$ cat src/design/cdd_pkg.sv
package cdd_pkg;

    // Configuration register map
    localparam int CFG_IDX_W = 2;
    typedef logic [CFG_IDX_W-1:0] t_cfg_idx;

    localparam t_cfg_idx REG_MIN_DWELL   = 2'd0;
    localparam t_cfg_idx REG_MAX_DWELL   = 2'd1;
    localparam t_cfg_idx REG_MOVE_THRESH = 2'd2;

    localparam int MIN_DWELL_RST   = 300;
    localparam int MAX_DWELL_RST   = 3000;
    localparam int MOVE_THRESH_RST = 1311;

    // Front sequencer
    typedef enum logic [4:0] {
        F_IDLE = 5'b00001,
        F_DIST = 5'b00010,
        F_UPD  = 5'b00100,
        F_LOAD = 5'b01000,
        F_PUSH = 5'b10000
    } t_front_state;

    // Back divider sequencer
    typedef enum logic [1:0] {
        B_IDLE = 2'b01,
        B_DIV  = 2'b10
    } t_back_state;

endpackage

$ cat src/design/cdd_sample_if.sv
interface cdd_sample_if #(
    parameter int TIME_BITS  = 31,
    parameter int COORD_BITS = 16
);
    logic                  valid;
    logic                  ready;
    logic [TIME_BITS-1:0]  time_ms;
    logic [COORD_BITS-1:0] pos_x;
    logic [COORD_BITS-1:0] pos_y;
    logic                  last_sample;

    modport source (output valid, time_ms, pos_x, pos_y, last_sample, input ready);
    modport sink   (input valid, time_ms, pos_x, pos_y, last_sample, output ready);
endinterface

$ cat src/design/cdd_result_if.sv
interface cdd_result_if #(
    parameter int TIME_BITS  = 31,
    parameter int COORD_BITS = 16
);
    logic                  valid;
    logic                  ready;
    logic [TIME_BITS-1:0]  center_time_ms;
    logic [COORD_BITS-1:0] focus_x;
    logic [COORD_BITS-1:0] focus_y;
    logic [TIME_BITS-1:0]  dwell_duration_ms;

    modport source (output valid, center_time_ms, focus_x, focus_y, dwell_duration_ms,
                    input ready);
    modport sink   (input valid, center_time_ms, focus_x, focus_y, dwell_duration_ms,
                    output ready);
endinterface

$ cat src/design/cdd_queue.sv
module cdd_queue #(
    parameter int WIDTH = 8,
    parameter int DEPTH = 2,
    localparam int PTR_W = (DEPTH > 1) ? $clog2(DEPTH) : 1,
    localparam int CNT_W = $clog2(DEPTH + 1)
) (
    input  logic             i_clk,
    input  logic             i_rst_n,
    input  logic             i_push_valid,
    output logic             o_push_ready,
    input  logic [WIDTH-1:0] i_push_data,
    output logic             o_pop_valid,
    input  logic             i_pop_ready,
    output logic [WIDTH-1:0] o_pop_data
);

    logic [WIDTH-1:0] r_mem [DEPTH];
    logic [PTR_W-1:0] r_wr_ptr;
    logic [PTR_W-1:0] r_rd_ptr;
    logic [CNT_W-1:0] r_count;
    logic             push;
    logic             pop;

    assign o_push_ready = (r_count != CNT_W'(DEPTH));
    assign o_pop_valid  = (r_count != '0);
    assign o_pop_data   = r_mem[r_rd_ptr];
    assign push         = i_push_valid && o_push_ready;
    assign pop          = o_pop_valid && i_pop_ready;

    always_ff @(posedge i_clk) begin
        if (!i_rst_n) begin
            r_wr_ptr <= '0;
            r_rd_ptr <= '0;
            r_count  <= '0;
        end else begin
            if (push) begin
                r_wr_ptr <= (r_wr_ptr == PTR_W'(DEPTH - 1)) ? '0 : r_wr_ptr + 1'b1;
            end
            if (pop) begin
                r_rd_ptr <= (r_rd_ptr == PTR_W'(DEPTH - 1)) ? '0 : r_rd_ptr + 1'b1;
            end
            if (push && !pop) begin
                r_count <= r_count + 1'b1;
            end else if (pop && !push) begin
                r_count <= r_count - 1'b1;
            end
        end
    end

    always_ff @(posedge i_clk) begin
        if (push) begin
            r_mem[r_wr_ptr] <= i_push_data;
        end
    end

endmodule

$ cat src/design/cdd_front.sv
module cdd_front import cdd_pkg::*; #(
    parameter int TIME_BITS      = 31,
    parameter int COORD_BITS     = 16,
    parameter int RUN_COUNT_BITS = 32,
    parameter int CFG_W          = 31,
    localparam int SUM_W = RUN_COUNT_BITS + COORD_BITS,
    localparam int JOB_W = 2 * TIME_BITS + RUN_COUNT_BITS + 2 * SUM_W
) (
    input  logic             i_clk,
    input  logic             i_rst_n,
    input  logic             i_cfg_we,
    input  t_cfg_idx         i_cfg_idx,
    input  logic [CFG_W-1:0] i_cfg_data,
    cdd_sample_if.sink       i_sample,
    output logic             o_push_valid,
    input  logic             i_push_ready,
    output logic [JOB_W-1:0] o_push_data
);

    t_front_state r_state;

    logic [TIME_BITS-1:0]      r_min_dwell;
    logic [TIME_BITS-1:0]      r_max_dwell;
    logic [COORD_BITS-1:0]     r_move_thresh;

    // sample under work
    logic [TIME_BITS-1:0]      r_t;
    logic [COORD_BITS-1:0]     r_x;
    logic [COORD_BITS-1:0]     r_y;
    logic                      r_last;

    // run state
    logic                      r_have_prev;
    logic [COORD_BITS-1:0]     r_prev_x;
    logic [COORD_BITS-1:0]     r_prev_y;
    logic [TIME_BITS-1:0]      r_prev_t;
    logic [TIME_BITS-1:0]      r_start_t;
    logic [RUN_COUNT_BITS-1:0] r_cnt;
    logic [SUM_W-1:0]          r_sum_x;
    logic [SUM_W-1:0]          r_sum_y;

    // distance stage
    logic [2*COORD_BITS-1:0]   r_dx2;
    logic [2*COORD_BITS-1:0]   r_dy2;
    logic [2*COORD_BITS-1:0]   r_th2;
    logic                      r_brk;

    // closed run waiting for the qualification check
    logic [TIME_BITS-1:0]      r_job_s;
    logic [TIME_BITS-1:0]      r_job_e;
    logic [RUN_COUNT_BITS-1:0] r_job_n;
    logic [SUM_W-1:0]          r_job_sx;
    logic [SUM_W-1:0]          r_job_sy;

    logic [COORD_BITS-1:0]     dx;
    logic [COORD_BITS-1:0]     dy;
    logic [2*COORD_BITS-1:0]   dx_sq;
    logic [2*COORD_BITS-1:0]   dy_sq;
    logic [2*COORD_BITS-1:0]   th_sq;
    logic [2*COORD_BITS:0]     d2;
    logic                      brk;
    logic [RUN_COUNT_BITS-1:0] cnt_inc;
    logic [TIME_BITS-1:0]      dur;
    logic                      qualify;
    logic                      push_done;

    assign dx    = (r_x >= r_prev_x) ? r_x - r_prev_x : r_prev_x - r_x;
    assign dy    = (r_y >= r_prev_y) ? r_y - r_prev_y : r_prev_y - r_y;
    assign dx_sq = dx * dx;
    assign dy_sq = dy * dy;
    assign th_sq = r_move_thresh * r_move_thresh;
    assign d2    = {1'b0, r_dx2} + {1'b0, r_dy2};
    assign brk   = r_have_prev && (d2 > {1'b0, r_th2});
    assign cnt_inc = r_cnt + 1'b1;

    assign dur     = r_job_e - r_job_s;
    assign qualify = (r_brk || r_last)
                  && (r_job_n >= RUN_COUNT_BITS'(2))
                  && (r_job_n != '1)
                  && (r_job_e >= r_job_s)
                  && (dur >= r_min_dwell)
                  && (dur <= r_max_dwell);

    assign push_done = !qualify || i_push_ready;

    assign i_sample.ready = (r_state == F_IDLE);
    assign o_push_valid   = (r_state == F_PUSH) && qualify;
    assign o_push_data    = {r_job_s, r_job_e, r_job_n, r_job_sx, r_job_sy};

    // control and configuration
    always_ff @(posedge i_clk) begin
        if (!i_rst_n) begin
            r_state       <= F_IDLE;
            r_have_prev   <= 1'b0;
            r_cnt         <= '0;
            r_min_dwell   <= TIME_BITS'(MIN_DWELL_RST);
            r_max_dwell   <= TIME_BITS'(MAX_DWELL_RST);
            r_move_thresh <= COORD_BITS'(MOVE_THRESH_RST);
        end else begin
            if (i_cfg_we) begin
                case (i_cfg_idx)
                    REG_MIN_DWELL:   r_min_dwell   <= i_cfg_data[TIME_BITS-1:0];
                    REG_MAX_DWELL:   r_max_dwell   <= i_cfg_data[TIME_BITS-1:0];
                    REG_MOVE_THRESH: r_move_thresh <= i_cfg_data[COORD_BITS-1:0];
                    default: ;
                endcase
            end
            case (r_state)
                F_IDLE: begin
                    if (i_sample.valid) begin
                        r_state <= F_DIST;
                    end
                end
                F_DIST: begin
                    r_state <= F_UPD;
                end
                F_UPD: begin
                    r_have_prev <= 1'b1;
                    if (!r_have_prev || brk) begin
                        r_cnt <= RUN_COUNT_BITS'(1);
                    end else if (r_cnt != '1) begin
                        r_cnt <= cnt_inc;
                    end
                    if (brk) begin
                        r_state <= F_PUSH;
                    end else if (r_last) begin
                        r_state <= F_LOAD;
                    end else begin
                        r_state <= F_IDLE;
                    end
                end
                F_LOAD: begin
                    r_state <= F_PUSH;
                end
                F_PUSH: begin
                    if (push_done) begin
                        if (r_last) begin
                            r_have_prev <= 1'b0;
                            r_cnt       <= '0;
                        end
                        r_state <= F_IDLE;
                    end
                end
                default: r_state <= F_IDLE;
            endcase
        end
    end

    // datapath
    always_ff @(posedge i_clk) begin
        case (r_state)
            F_IDLE: begin
                if (i_sample.valid) begin
                    r_t    <= i_sample.time_ms;
                    r_x    <= i_sample.pos_x;
                    r_y    <= i_sample.pos_y;
                    r_last <= i_sample.last_sample;
                end
            end
            F_DIST: begin
                r_dx2 <= dx_sq;
                r_dy2 <= dy_sq;
                r_th2 <= th_sq;
            end
            F_UPD: begin
                r_brk <= brk;
                if (brk) begin
                    // close the old run at the previous sample
                    r_job_s  <= r_start_t;
                    r_job_e  <= r_prev_t;
                    r_job_n  <= r_cnt;
                    r_job_sx <= r_sum_x;
                    r_job_sy <= r_sum_y;
                end
                if (!r_have_prev || brk) begin
                    r_start_t <= r_t;
                    r_sum_x   <= SUM_W'(r_x);
                    r_sum_y   <= SUM_W'(r_y);
                end else if (r_cnt != '1 && cnt_inc != '1) begin
                    r_sum_x <= r_sum_x + SUM_W'(r_x);
                    r_sum_y <= r_sum_y + SUM_W'(r_y);
                end
                r_prev_x <= r_x;
                r_prev_y <= r_y;
                r_prev_t <= r_t;
            end
            F_LOAD: begin
                // flush: close the updated run at this sample
                r_job_s  <= r_start_t;
                r_job_e  <= r_t;
                r_job_n  <= r_cnt;
                r_job_sx <= r_sum_x;
                r_job_sy <= r_sum_y;
            end
            default: ;
        endcase
    end

endmodule

$ cat src/design/cdd_back.sv
module cdd_back import cdd_pkg::*; #(
    parameter int TIME_BITS      = 31,
    parameter int COORD_BITS     = 16,
    parameter int RUN_COUNT_BITS = 32,
    localparam int SUM_W  = RUN_COUNT_BITS + COORD_BITS,
    localparam int JOB_W  = 2 * TIME_BITS + RUN_COUNT_BITS + 2 * SUM_W,
    localparam int STEP_W = $clog2(COORD_BITS + 1)
) (
    input  logic             i_clk,
    input  logic             i_rst_n,
    input  logic             i_pop_valid,
    output logic             o_pop_ready,
    input  logic [JOB_W-1:0] i_pop_data,
    cdd_result_if.source     o_result
);

    t_back_state r_state;

    logic [STEP_W-1:0]         r_step;
    logic [RUN_COUNT_BITS-1:0] r_n;
    logic [RUN_COUNT_BITS-1:0] r_rem_x;
    logic [RUN_COUNT_BITS-1:0] r_rem_y;
    logic [COORD_BITS-1:0]     r_q_x;
    logic [COORD_BITS-1:0]     r_q_y;
    logic [TIME_BITS-1:0]      r_center;
    logic [TIME_BITS-1:0]      r_dur;

    logic                      r_out_valid;
    logic [TIME_BITS-1:0]      r_out_center;
    logic [COORD_BITS-1:0]     r_out_fx;
    logic [COORD_BITS-1:0]     r_out_fy;
    logic [TIME_BITS-1:0]      r_out_dur;

    logic [TIME_BITS-1:0]      job_s;
    logic [TIME_BITS-1:0]      job_e;
    logic [RUN_COUNT_BITS-1:0] job_n;
    logic [SUM_W-1:0]          job_sx;
    logic [SUM_W-1:0]          job_sy;
    logic [SUM_W-1:0]          dvd_x;
    logic [SUM_W-1:0]          dvd_y;
    logic [TIME_BITS-1:0]      center;
    logic [RUN_COUNT_BITS:0]   rem2_x;
    logic [RUN_COUNT_BITS:0]   rem2_y;
    logic [RUN_COUNT_BITS:0]   n_ext;
    logic                      ge_x;
    logic                      ge_y;
    logic                      pop;
    logic                      div_done;
    logic                      out_free;
    logic                      load_out;

    assign {job_s, job_e, job_n, job_sx, job_sy} = i_pop_data;

    // round to nearest: add half the divisor before dividing
    assign dvd_x  = job_sx + SUM_W'(job_n >> 1);
    assign dvd_y  = job_sy + SUM_W'(job_n >> 1);
    // half-up midpoint without overflow
    assign center = TIME_BITS'({1'b0, job_s[TIME_BITS-1:1]} + {1'b0, job_e[TIME_BITS-1:1]}
                  + TIME_BITS'(job_s[0] | job_e[0]));

    assign n_ext  = {1'b0, r_n};
    assign rem2_x = {r_rem_x, r_q_x[COORD_BITS-1]};
    assign rem2_y = {r_rem_y, r_q_y[COORD_BITS-1]};
    assign ge_x   = rem2_x >= n_ext;
    assign ge_y   = rem2_y >= n_ext;

    assign o_pop_ready = (r_state == B_IDLE);
    assign pop         = i_pop_valid && o_pop_ready;
    assign div_done    = (r_step == STEP_W'(COORD_BITS));
    assign out_free    = !r_out_valid || o_result.ready;
    assign load_out    = (r_state == B_DIV) && div_done && out_free;

    assign o_result.valid             = r_out_valid;
    assign o_result.center_time_ms    = r_out_center;
    assign o_result.focus_x           = r_out_fx;
    assign o_result.focus_y           = r_out_fy;
    assign o_result.dwell_duration_ms = r_out_dur;

    always_ff @(posedge i_clk) begin
        if (!i_rst_n) begin
            r_state     <= B_IDLE;
            r_out_valid <= 1'b0;
        end else begin
            case (r_state)
                B_IDLE: begin
                    if (pop) begin
                        r_state <= B_DIV;
                    end
                end
                B_DIV: begin
                    if (load_out) begin
                        r_state <= B_IDLE;
                    end
                end
                default: r_state <= B_IDLE;
            endcase
            if (load_out) begin
                r_out_valid <= 1'b1;
            end else if (o_result.ready) begin
                r_out_valid <= 1'b0;
            end
        end
    end

    // restoring division, one quotient bit per cycle for x and y side by side
    always_ff @(posedge i_clk) begin
        if (pop) begin
            r_step   <= '0;
            r_n      <= job_n;
            r_rem_x  <= dvd_x[SUM_W-1:COORD_BITS];
            r_rem_y  <= dvd_y[SUM_W-1:COORD_BITS];
            r_q_x    <= dvd_x[COORD_BITS-1:0];
            r_q_y    <= dvd_y[COORD_BITS-1:0];
            r_center <= center;
            r_dur    <= job_e - job_s;
        end else if (r_state == B_DIV && !div_done) begin
            r_step  <= r_step + 1'b1;
            r_rem_x <= ge_x ? RUN_COUNT_BITS'(rem2_x - n_ext) : rem2_x[RUN_COUNT_BITS-1:0];
            r_rem_y <= ge_y ? RUN_COUNT_BITS'(rem2_y - n_ext) : rem2_y[RUN_COUNT_BITS-1:0];
            r_q_x   <= {r_q_x[COORD_BITS-2:0], ge_x};
            r_q_y   <= {r_q_y[COORD_BITS-2:0], ge_y};
        end
        if (load_out) begin
            r_out_center <= r_center;
            r_out_fx     <= r_q_x;
            r_out_fy     <= r_q_y;
            r_out_dur    <= r_dur;
        end
    end

endmodule

$ cat src/design/cursor_dwell_detector.sv
// Dwell detector for a time-ordered cursor stream. Each sample transfer on i_sample
// carries a time stamp in ms and an unsigned Q0.16 position. A step longer than
// move_threshold (squared distance against squared threshold, exact) closes the
// current run and opens a new one; last_sample closes the current run and clears the
// run state (registers keep their values). A closed run gives one transfer on
// o_result when it holds at least two samples, its end time is not below its start,
// and its duration lies within [min_dwell_ms, max_dwell_ms]: center time rounded
// half up, mean x and y rounded to nearest, and the duration. A run whose sample
// counter saturated gives nothing. The front sequencer steps through accept,
// squares and update for each sample, adds a push step when a step closes a run,
// and a load step before the push for a last sample that closes without a step;
// it waits only when a qualifying run finds the job queue full. The back divider
// forms one quotient bit per cycle for x and y in parallel; a two-entry queue plus
// the output register let the front keep taking samples meanwhile. Write the
// configuration port only while the block is idle.
module cursor_dwell_detector import cdd_pkg::*; #(
    parameter int COORD_BITS     = 16,
    parameter int TIME_BITS      = 31,
    parameter int RUN_COUNT_BITS = 32,
    localparam int CFG_W = (TIME_BITS > COORD_BITS) ? TIME_BITS : COORD_BITS
) (
    input  logic             i_clk,
    input  logic             i_rst_n,
    input  logic             i_cfg_we,
    input  t_cfg_idx         i_cfg_idx,
    input  logic [CFG_W-1:0] i_cfg_data,
    cdd_sample_if.sink       i_sample,
    cdd_result_if.source     o_result
);

    localparam int SUM_W = RUN_COUNT_BITS + COORD_BITS;
    localparam int JOB_W = 2 * TIME_BITS + RUN_COUNT_BITS + 2 * SUM_W;

    // closed runs that passed qualification, front to back
    logic             push_valid;
    logic             push_ready;
    logic [JOB_W-1:0] push_data;
    logic             pop_valid;
    logic             pop_ready;
    logic [JOB_W-1:0] pop_data;

    // Front: accept samples, split runs, accumulate, qualify closed runs
    cdd_front #(
        .TIME_BITS      (TIME_BITS),
        .COORD_BITS     (COORD_BITS),
        .RUN_COUNT_BITS (RUN_COUNT_BITS),
        .CFG_W          (CFG_W)
    ) u_front (
        .i_clk        (i_clk),
        .i_rst_n      (i_rst_n),
        .i_cfg_we     (i_cfg_we),
        .i_cfg_idx    (i_cfg_idx),
        .i_cfg_data   (i_cfg_data),
        .i_sample     (i_sample),
        .o_push_valid (push_valid),
        .i_push_ready (push_ready),
        .o_push_data  (push_data)
    );

    // Decouple: hold up to two closed runs while the divider is busy
    cdd_queue #(
        .WIDTH (JOB_W),
        .DEPTH (2)
    ) u_queue (
        .i_clk        (i_clk),
        .i_rst_n      (i_rst_n),
        .i_push_valid (push_valid),
        .o_push_ready (push_ready),
        .i_push_data  (push_data),
        .o_pop_valid  (pop_valid),
        .i_pop_ready  (pop_ready),
        .o_pop_data   (pop_data)
    );

    // Back: divide sums by count, form center and duration, drive the result
    cdd_back #(
        .TIME_BITS      (TIME_BITS),
        .COORD_BITS     (COORD_BITS),
        .RUN_COUNT_BITS (RUN_COUNT_BITS)
    ) u_back (
        .i_clk       (i_clk),
        .i_rst_n     (i_rst_n),
        .i_pop_valid (pop_valid),
        .o_pop_ready (pop_ready),
        .i_pop_data  (pop_data),
        .o_result    (o_result)
    );

endmodule

$ cat src/flat_wrapper.sv
// flat-port wrapper written by rule: the top's interface ports become plain ports
module cursor_dwell_detector_flat import cdd_pkg::*;
#(
    parameter int COORD_BITS     = 16,
    parameter int TIME_BITS      = 31,
    parameter int RUN_COUNT_BITS = 32,
    localparam int CFG_W = (TIME_BITS > COORD_BITS) ? TIME_BITS : COORD_BITS
)
  (i_clk, i_rst_n, i_cfg_we, i_cfg_idx, i_cfg_data, i_sample_valid, i_sample_time_ms, i_sample_pos_x, i_sample_pos_y, i_sample_last_sample, i_sample_ready, o_result_valid, o_result_center_time_ms, o_result_focus_x, o_result_focus_y, o_result_dwell_duration_ms, o_result_ready);
  cdd_sample_if #(.TIME_BITS(TIME_BITS), .COORD_BITS(COORD_BITS)) i_sample_i ();
  cdd_result_if #(.TIME_BITS(TIME_BITS), .COORD_BITS(COORD_BITS)) o_result_i ();
  input  logic i_clk;
  input  logic i_rst_n;
  input  logic i_cfg_we;
  input  t_cfg_idx i_cfg_idx;
  input  logic [CFG_W-1:0] i_cfg_data;
  input wire logic [$bits(i_sample_i.valid)-1:0] i_sample_valid;
  input wire logic [$bits(i_sample_i.time_ms)-1:0] i_sample_time_ms;
  input wire logic [$bits(i_sample_i.pos_x)-1:0] i_sample_pos_x;
  input wire logic [$bits(i_sample_i.pos_y)-1:0] i_sample_pos_y;
  input wire logic [$bits(i_sample_i.last_sample)-1:0] i_sample_last_sample;
  output wire logic [$bits(i_sample_i.ready)-1:0] i_sample_ready;
  output wire logic [$bits(o_result_i.valid)-1:0] o_result_valid;
  output wire logic [$bits(o_result_i.center_time_ms)-1:0] o_result_center_time_ms;
  output wire logic [$bits(o_result_i.focus_x)-1:0] o_result_focus_x;
  output wire logic [$bits(o_result_i.focus_y)-1:0] o_result_focus_y;
  output wire logic [$bits(o_result_i.dwell_duration_ms)-1:0] o_result_dwell_duration_ms;
  input wire logic [$bits(o_result_i.ready)-1:0] o_result_ready;
  assign i_sample_i.valid = i_sample_valid;
  assign i_sample_i.time_ms = i_sample_time_ms;
  assign i_sample_i.pos_x = i_sample_pos_x;
  assign i_sample_i.pos_y = i_sample_pos_y;
  assign i_sample_i.last_sample = i_sample_last_sample;
  assign i_sample_ready = i_sample_i.ready;
  assign o_result_valid = o_result_i.valid;
  assign o_result_center_time_ms = o_result_i.center_time_ms;
  assign o_result_focus_x = o_result_i.focus_x;
  assign o_result_focus_y = o_result_i.focus_y;
  assign o_result_dwell_duration_ms = o_result_i.dwell_duration_ms;
  assign o_result_i.ready = o_result_ready;
  cursor_dwell_detector #(.COORD_BITS(COORD_BITS), .TIME_BITS(TIME_BITS), .RUN_COUNT_BITS(RUN_COUNT_BITS)) u_core (.i_clk(i_clk), .i_rst_n(i_rst_n), .i_cfg_we(i_cfg_we), .i_cfg_idx(i_cfg_idx), .i_cfg_data(i_cfg_data), .i_sample(i_sample_i), .o_result(o_result_i));
endmodule
$ cat config.mk
export PLATFORM = sky130hd
export DESIGN_NAME = cursor_dwell_detector_flat
export DESIGN_NICKNAME = d
export VERILOG_FILES = /design/src/design/cdd_pkg.sv /design/src/design/cdd_sample_if.sv /design/src/design/cdd_result_if.sv /design/src/design/cdd_queue.sv /design/src/design/cdd_front.sv /design/src/design/cdd_back.sv /design/src/design/cursor_dwell_detector.sv /design/src/flat_wrapper.sv
export SDC_FILE = /design/constraint.sdc
export NUM_CORES = 2
export LEC_CHECK = 0
export BUFFER_PORTS_ARGS = -buffer_cell sky130_fd_sc_hd__buf_2
export CORE_ASPECT_RATIO = 0.7
export CORE_MARGIN = 5
export CORE_UTILIZATION = 38
export CTS_CLUSTER_DIAMETER = 100
export CTS_CLUSTER_SIZE = 40
export DETAILED_ROUTE_END_ITERATION = 10
export GPL_TIMING_DRIVEN = 0
export PLACE_DENSITY_LB_ADDON = 0.2
export SYNTH_ARGS = -nofsm -noshare
export SYNTH_HDL_FRONTEND = slang
export SYNTH_SLANG_ARGS = --single-unit
$ cat constraint.sdc
create_clock -name i_clk -period 15.9 [get_ports i_clk]
set_input_delay 3.18 -clock i_clk [delete_from_list [all_inputs] [get_ports i_clk]]
set_output_delay 3.18 -clock i_clk [all_outputs]
set_load 0.05 [all_outputs]
# Word level (Yosys, flattened, before mapping)
# Memories as Yosys holds them, arrays and structs flattened. A register that Yosys moved wholly into a read port is not among the register bits.
# Index checks and enable logic that the tools add are counted.
word_totals:
  reg_bits: 953
  latch_bits: 0
  mem_bits_rw: 380
  mem_bits_ro: 0
  output_inout_bits: 96
  mem_count: 1
memory_table:
  columns: ["memory", "words", "word_bits", "rd", "rd_ports_with_merged_regs", "write_ports", "line_no", "text"]
  rows:
  - ["u_core.u_queue.r_mem", 2, 190, 1, 1, 1, "cdd_queue.sv:17", "logic [WIDTH-1:0] r_mem [DEPTH];"]
classes:
  add_sub_neg: 21
  mul: 3
  div_mod_pow: 0
  magnitude_cmp: 9
  eq_ne: 21
  shifts: 0
  mux: 52
  n_bitwise: 1
  reduce_logical: 44
op_table:
  columns: ["op", "count"]
  rows:
  - ["$mux W32", 11]
  - ["$mux W48", 4]
  - ["$pmux W48 S2", 2]
  - ["$mux W16", 8]
  - ["$pmux W32 S2", 2]
  - ["$pmux W31 S2", 2]
  - ["$add A48 B16 Y48", 2]
  - ["$add A48 B31 Y48", 2]
  - ["$mul A16 B16 Y32", 3]
  - ["$ne A32 B32 Y1 const B", 3]
  - ["$ge A33 B32 Y1", 2]
  - ["$sub A16 B16 Y16", 4]
  - ["$sub A32 B32 Y32", 2]
  - ["$ge A31 B31 Y1", 2]
  - ["$mux W31", 2]
  - ["$sub A31 B31 Y31", 2]
  - ["$add A32 B32 Y33", 1]
  - ["$gt A33 B32 Y1", 1]
  - ["$add A32 B1 Y32 const B", 1]
  - ["$ge A16 B16 Y1", 2]
  - ["$ge A32 B2 Y1 const B", 1]
  - ["$add A30 B30 Y31", 1]
  - ["$add A31 B1 Y31", 1]
  - ["$le A31 B31 Y1", 1]
  - ["other kinds (30)", 89]

# Longest topological paths before layout
logic_depth:
  word_depth: 12
  ltp_mapped: 40

# Modules after synthesis
# From an unflattened synthesis, not the netlist that was laid out.
hier_totals:
  hier_cells: 8174
  hier_area_um2: 90420.5
by_module_without_submodules:
  columns: ["module", "n_inst", "cells_per_inst", "area_per_inst_um2", "seq_area_each_um2"]
  rows:
  - ["cdd_front", 1, 5377, 54790.0, 18477.7]
  - ["cdd_back", 1, 2182, 21281.7, 8688.3]
  - ["cdd_queue", 1, 615, 14348.8, 11511.0]

# Least setup slack after synthesis
# OpenSTA, ideal clock, no wires.
synth_timing:
  path_type: "register to register"
  startpoint: "register u_core.u_front.r_job_e[0]"
  endpoint: "register u_core.u_queue.r_wr_ptr"
  setup_ns: 0.095
  arrival_ns: 12.772
  t_required_ns: 15.805
  slack_ns: 3.033
  path_stages_with_launch: 26
  n_path_buf: 0
  period_less_slack_ns: 12.867
  cell_sequence: "edfxtp_1 inv_1 ha_1 inv_1 fa_1 a211oi_1 o21ai_0 nand4_1 a31oi_1 o211ai_1 a31o_2 o21ai_0 o21ai_0 a21oi_1 or3_1 xor2_1 ha_1 nand4_1 nor4_1 a311oi_1 and2_1 nor2_1 and4_1 o21ai_0 nor2_1 o21a_1"
synth_via:
  elab_chain_cells: 6
  elab_cells_between_ends: 9
  classes_between: "add/sub: 1; order compare: 3; reduce/logical: 5"
synth_rtl:
  columns: ["item", "line_no", "text"]
  rows:
  - ["from (decl)", "cdd_front.sv:50", "logic [TIME_BITS-1:0] r_job_e;"]
  - ["from (signal assigned)", "cdd_front.sv:170", "r_job_e <= r_prev_t;"]
  - ["from (signal assigned)", "cdd_front.sv:190", "r_job_e <= r_t;"]
  - ["$sub A31 B31 Y31 / $ge A31 B31 Y1 (equally long branches)", "cdd_front.sv:76, cdd_front.sv:80", null]
  - ["$ge A31 B31 Y1 / $logic_and A1 B1 Y1 (equally long branches)", "cdd_front.sv:81, cdd_front.sv:80", null]
  - ["$logic_and A1 B1 Y1", "cdd_front.sv:81", "&& (dur >= r_min_dwell)"]
  - ["$logic_and A1 B1 Y1 *", "cdd_front.sv:82", "&& (dur <= r_max_dwell);"]
  - ["$logic_and A1 B1 Y1 *", "cdd_front.sv:87", "assign o_push_valid = (r_state == F_PUSH) && qualify;"]
  - ["$logic_and A1 B1 Y1 *", "cdd_queue.sv:27", "assign push = i_push_valid && o_push_ready;"]
  - ["to (signal assigned)", "cdd_queue.sv:37", "r_wr_ptr <= (r_wr_ptr == PTR_W'(DEPTH - 1)) ? '0 : r_wr_ptr + 1'b1;"]
  - ["to (decl)", "cdd_queue.sv:18", "logic [PTR_W-1:0] r_wr_ptr;"]
# Mark *: on every way between the ends. The rest lies on a longest branch, timed or not.
# A chain may end at the register's enable or synchronous reset.

# Final worst setup path
layout_timing:
  startpoint: "register u_core.u_front.r_y[0]"
  endpoint: "register u_core.u_front.r_dy2[31] (data pin)"
layout_via:
  elab_chain_cells: 3
  elab_cells_between_ends: 5
  classes_between: "add/sub: 2; mul: 1; order compare: 1; mux: 1"
layout_rtl:
  columns: ["item", "line_no", "text"]
  rows:
  - ["from (decl)", "cdd_front.sv:29", "logic [COORD_BITS-1:0] r_y;"]
  - ["from (signal assigned)", "cdd_front.sv:156", "r_y <= i_sample.pos_y;"]
  - ["$sub A16 B16 Y16 / $ge A16 B16 Y1 (equally long branches)", "cdd_front.sv:68", "assign dy = (r_y >= r_prev_y) ? r_y - r_prev_y : r_prev_y - r_y;"]
  - ["$mux W16 *", "cdd_front.sv:68", null]
  - ["$mul A16 B16 Y32 *", "cdd_front.sv:70", "assign dy_sq = dy * dy;"]
  - ["net u_core.u_front.dy_sq[31]", "cdd_front.sv:58", "logic [2*COORD_BITS-1:0] dy_sq;"]
  - ["to (signal assigned)", "cdd_front.sv:162", "r_dy2 <= dy_sq;"]
  - ["to (decl)", "cdd_front.sv:44", "logic [2*COORD_BITS-1:0] r_dy2;"]
# The timed path passes the listed nets; every way through them passes the cells marked *.

==> flow_metrics.env <==
export IMPL_final_core_util=0.412
export IMPL_synth_edf_count=1202
export IMPL_grt_first_pass_wirelength_mm=370
export IMPL_setup_worst_path_end_class="flip-flop"
export IMPL_htree_levels=2
export IMPL_dieArea_mm2=0.242
export IMPL_flip_flop_and_latch_count_after_synthesis=1331
export IMPL_netlist_instances=7951
export IMPL_result_of_the_run="finished, final reports clean"
export IMPL_worst_hold_path_type="reg -> reg"
export IMPL_cts_tree="yes"
export IMPL_finClkSkew_ps=122
export IMPL_path_clk_slew_ps=160
export IMPL_postSynthNetCount=9286
export IMPL_clock_tree_root_cell="clkbuf_16"
export IMPL_yosys_area_top_type="edfxtp_1"
export IMPL_rows=148
export IMPL_worstMarginPinSlew_ps=1420
export IMPL_layout_area_seq_mm2=0.0387
export IMPL_grt_remaining_overflow=0
export IMPL_antenna_violating_nets_post_route=0
export IMPL_dp_hpwl_mm=197
export IMPL_drt_initial_drc_count=5218
export IMPL_cp_data_arrival_time_ps=11760
export IMPL_postCtsSetupBuffers=0
export IMPL_antenna_found_initial=18
export IMPL_synth_to_layout_area_growth_pct=8.31
export IMPL_met3_wirelength_mm=16.3
export IMPL_worst_setup_path_start_kind="flip-flop"
export IMPL_synth_warning_count=0
export IMPL_largest_net_degree_at_the_start_of_global_routing=109
export IMPL_critPathMaxFanout=10
export IMPL_drc_errors=0
export IMPL_timing_critical_path_slowest_stage_cell="xnor2_1"
export IMPL_post_synth_top_count_cell="edfxtp_1"
export IMPL_grt_use_total=0.200
export IMPL_wl_per_cell_um=21.6
export IMPL_critPathKind="reg -> reg"
export IMPL_fp_coreArea_mm2=0.232
export IMPL_post_cts_resize_count=0
export IMPL_clock_latency_ps=790
export IMPL_unrepaired_setup_endpoints_after_global_routing="false"
export IMPL_post_synth_instance_area_mm2=0.0883
export IMPL_die_width_um=586
export IMPL_crit_path_max_incr_delay_ps=840
export IMPL_cap_violations=0
export IMPL_vias_per_cell=5.24
export IMPL_max_freq_ghz=0.0885
export IMPL_cts_path_max_buffers=3
export IMPL_io_pins=198
export IMPL_routed_wl_mm=245
export IMPL_met2WireLength_mm=100
export IMPL_netlist_top_cells_count="1202 x edfxtp_1, 1064 x inv_1, 731 x ha_1, 675 x nand2_1, 511 x nor2_1"
export IMPL_period_needed_ps=11300
export IMPL_final_net_count=9562
export IMPL_maxUsedRoutingLayer="met5"
export IMPL_min_period_over_period=0.711
export IMPL_portBuffers=197
export IMPL_final_fill_count=22100
export IMPL_drive_above_1_share=0.0740
export IMPL_critPathMostFrequentCell="inv_1"
export IMPL_max_slew_margin=0.0539
export IMPL_multi_input_combinational_cell_area_mm2=0.0448
export IMPL_maxSlewViolCount=0
export IMPL_synth_area_per_cell_um2=11.1
export IMPL_cts_sink_count=1331
export IMPL_fraction_of_the_yosys_area_taken_by_sequential_cells=0.438
export IMPL_die_h_um=413
export IMPL_yosysTopAreaCellShare=0.409
export IMPL_cts_hold_buffers=0
export IMPL_drtPass1Iterations=7
export IMPL_synth_top_area_cells="edfxtp_1 41%, fa_1 11%, ha_1 10%"
export IMPL_initial_core_util=0.381
export IMPL_postSynth_topFlopCell="edfxtp_1"
export IMPL_final_setup_viol_count=0
export IMPL_async_flop_share=0
export IMPL_first_global_vias=58100
export IMPL_final_hold_viol_count=0
export IMPL_via_count=59400
export IMPL_gp_congestion=0.932
export IMPL_critPathRequiredTime_ps=16360
export IMPL_placedInstanceArea_mm2=0.0938
export IMPL_met1Wirelength_mm=125
export IMPL_finish_instance_area_mm2=0.0956
export IMPL_worst_hold_slack_ps=390
export IMPL_cts_buffers_inserted=48
export IMPL_synth_cell_type_count=120
[kinds of logic after synthesis]
logic type	Yosys count	synth area share
AND/OR/NAND/NOR	1982	0.107
XOR/XNOR	448	0.0451
flip-flops	1331	0.438
buffers and inverters	1277	0.0550
AO/OA/AOI/OAI	1431	0.106
adder cells (fa/ha/maj)	1233	0.218
multiplexers	249	0.0307
[flip-flops by register name, summed over array words and instances, names as in the netlist, 32 cells and up, named ones only]
signal and count:
u_core.u_back.r_rem_y 32, u_core.u_queue.r_mem 380, u_core.u_front.r_job_n 32, u_core.u_front.r_job_sx 48, u_core.u_front.r_job_sy 48, u_core.u_front.r_sum_x 48
u_core.u_back.r_rem_x 32, u_core.u_front.r_cnt 32, u_core.u_front.r_sum_y 48, u_core.u_back.r_n 32
[per-stage QoR]
stage	setup slack [ps]	TNS [ps]	instances
after floorplan	3030	0	7951
after global placement	-3560	-670690	11200
after detailed placement	4720	0	11300
after CTS	4660	0	11300
after global routing	4030	0	11300
final	4600	0	11400
[final cells by class]
cell class,instances,area share
diodes,8,0.000209
repair buffers,226,0.0167
plain buffers,199,0.00846
clock inverters,25,0.00556
inverters,1078,0.0424
clock buffers,65,0.0132
multi-input cells,5343,0.469
flip-flops and latches,1331,0.405
well taps,3075,0.0402
[worst max-delay path, delay by kind of cell (launching register included)]
family | cells | cell delay (ps)
buffers and inverters | 10 | 1900
muxes | 1 | 140
xor gates and xnor gates | 2 | 1010
and+or+nand+nor | 6 | 1130
DFF | 1 | 610
AOI/OAI and AO/OA | 9 | 2610
adders and majority gates | 8 | 3640
[cells in the final DEF, fill, tap and decap left out, types with 30 or more instances in the layout]
master     instances
o21ai_0          269
clkbuf_16         48
nand2_1          675
mux2i_1           79
dfxtp_1          129
a211oi_1          55
nand4_1           85
ha_1             731
and3_1            60
o21a_1            57
xnor2_1          289
o211ai_1          62
clkbuf_1         176
a21boi_0          70
fa_1             502
a21oi_1          390
a21o_1           171
nand3_1          110
or3_1             56
mux2_2           168
xor2_1           155
nor3_1            97
buf_2            222
nand2b_1          54
and2_1            98
nor2_1           509
a31oi_1           45
o21bai_1          56
edfxtp_1        1202
nor4_1            30
inv_1           1062
nor2b_1           75
[layer usage]
layer,vias to the layer above,global-route usage
met5,-,0
met3,187,0.0286
met4,6,0.0317
met1,29500,0.320
li1,28100,-
met2,1660,0.287
[path summary, 6_finish.rpt]
| check | start | end | cells after the start | slack [ps] |
|---|---|---|---|---|
| worst min register to register | u_core.u_front.r_job_sx[3] | u_core.u_queue.r_mem[0][51] | 0 | 390 |
| worst min-delay path | u_core.u_front.r_job_sx[3] | u_core.u_queue.r_mem[0][51] | 0 | 390 |
| worst max register to register | u_core.u_front.r_y[0] | u_core.u_front.r_dy2[31] | 36 | 4600 |
| worst max-delay path | u_core.u_front.r_y[0] | u_core.u_front.r_dy2[31] | 36 | 4600 |
Power is left out: the tool's default activity adds up to more than one toggle a clock period on the data nets, which glitch-free logic cannot reach.
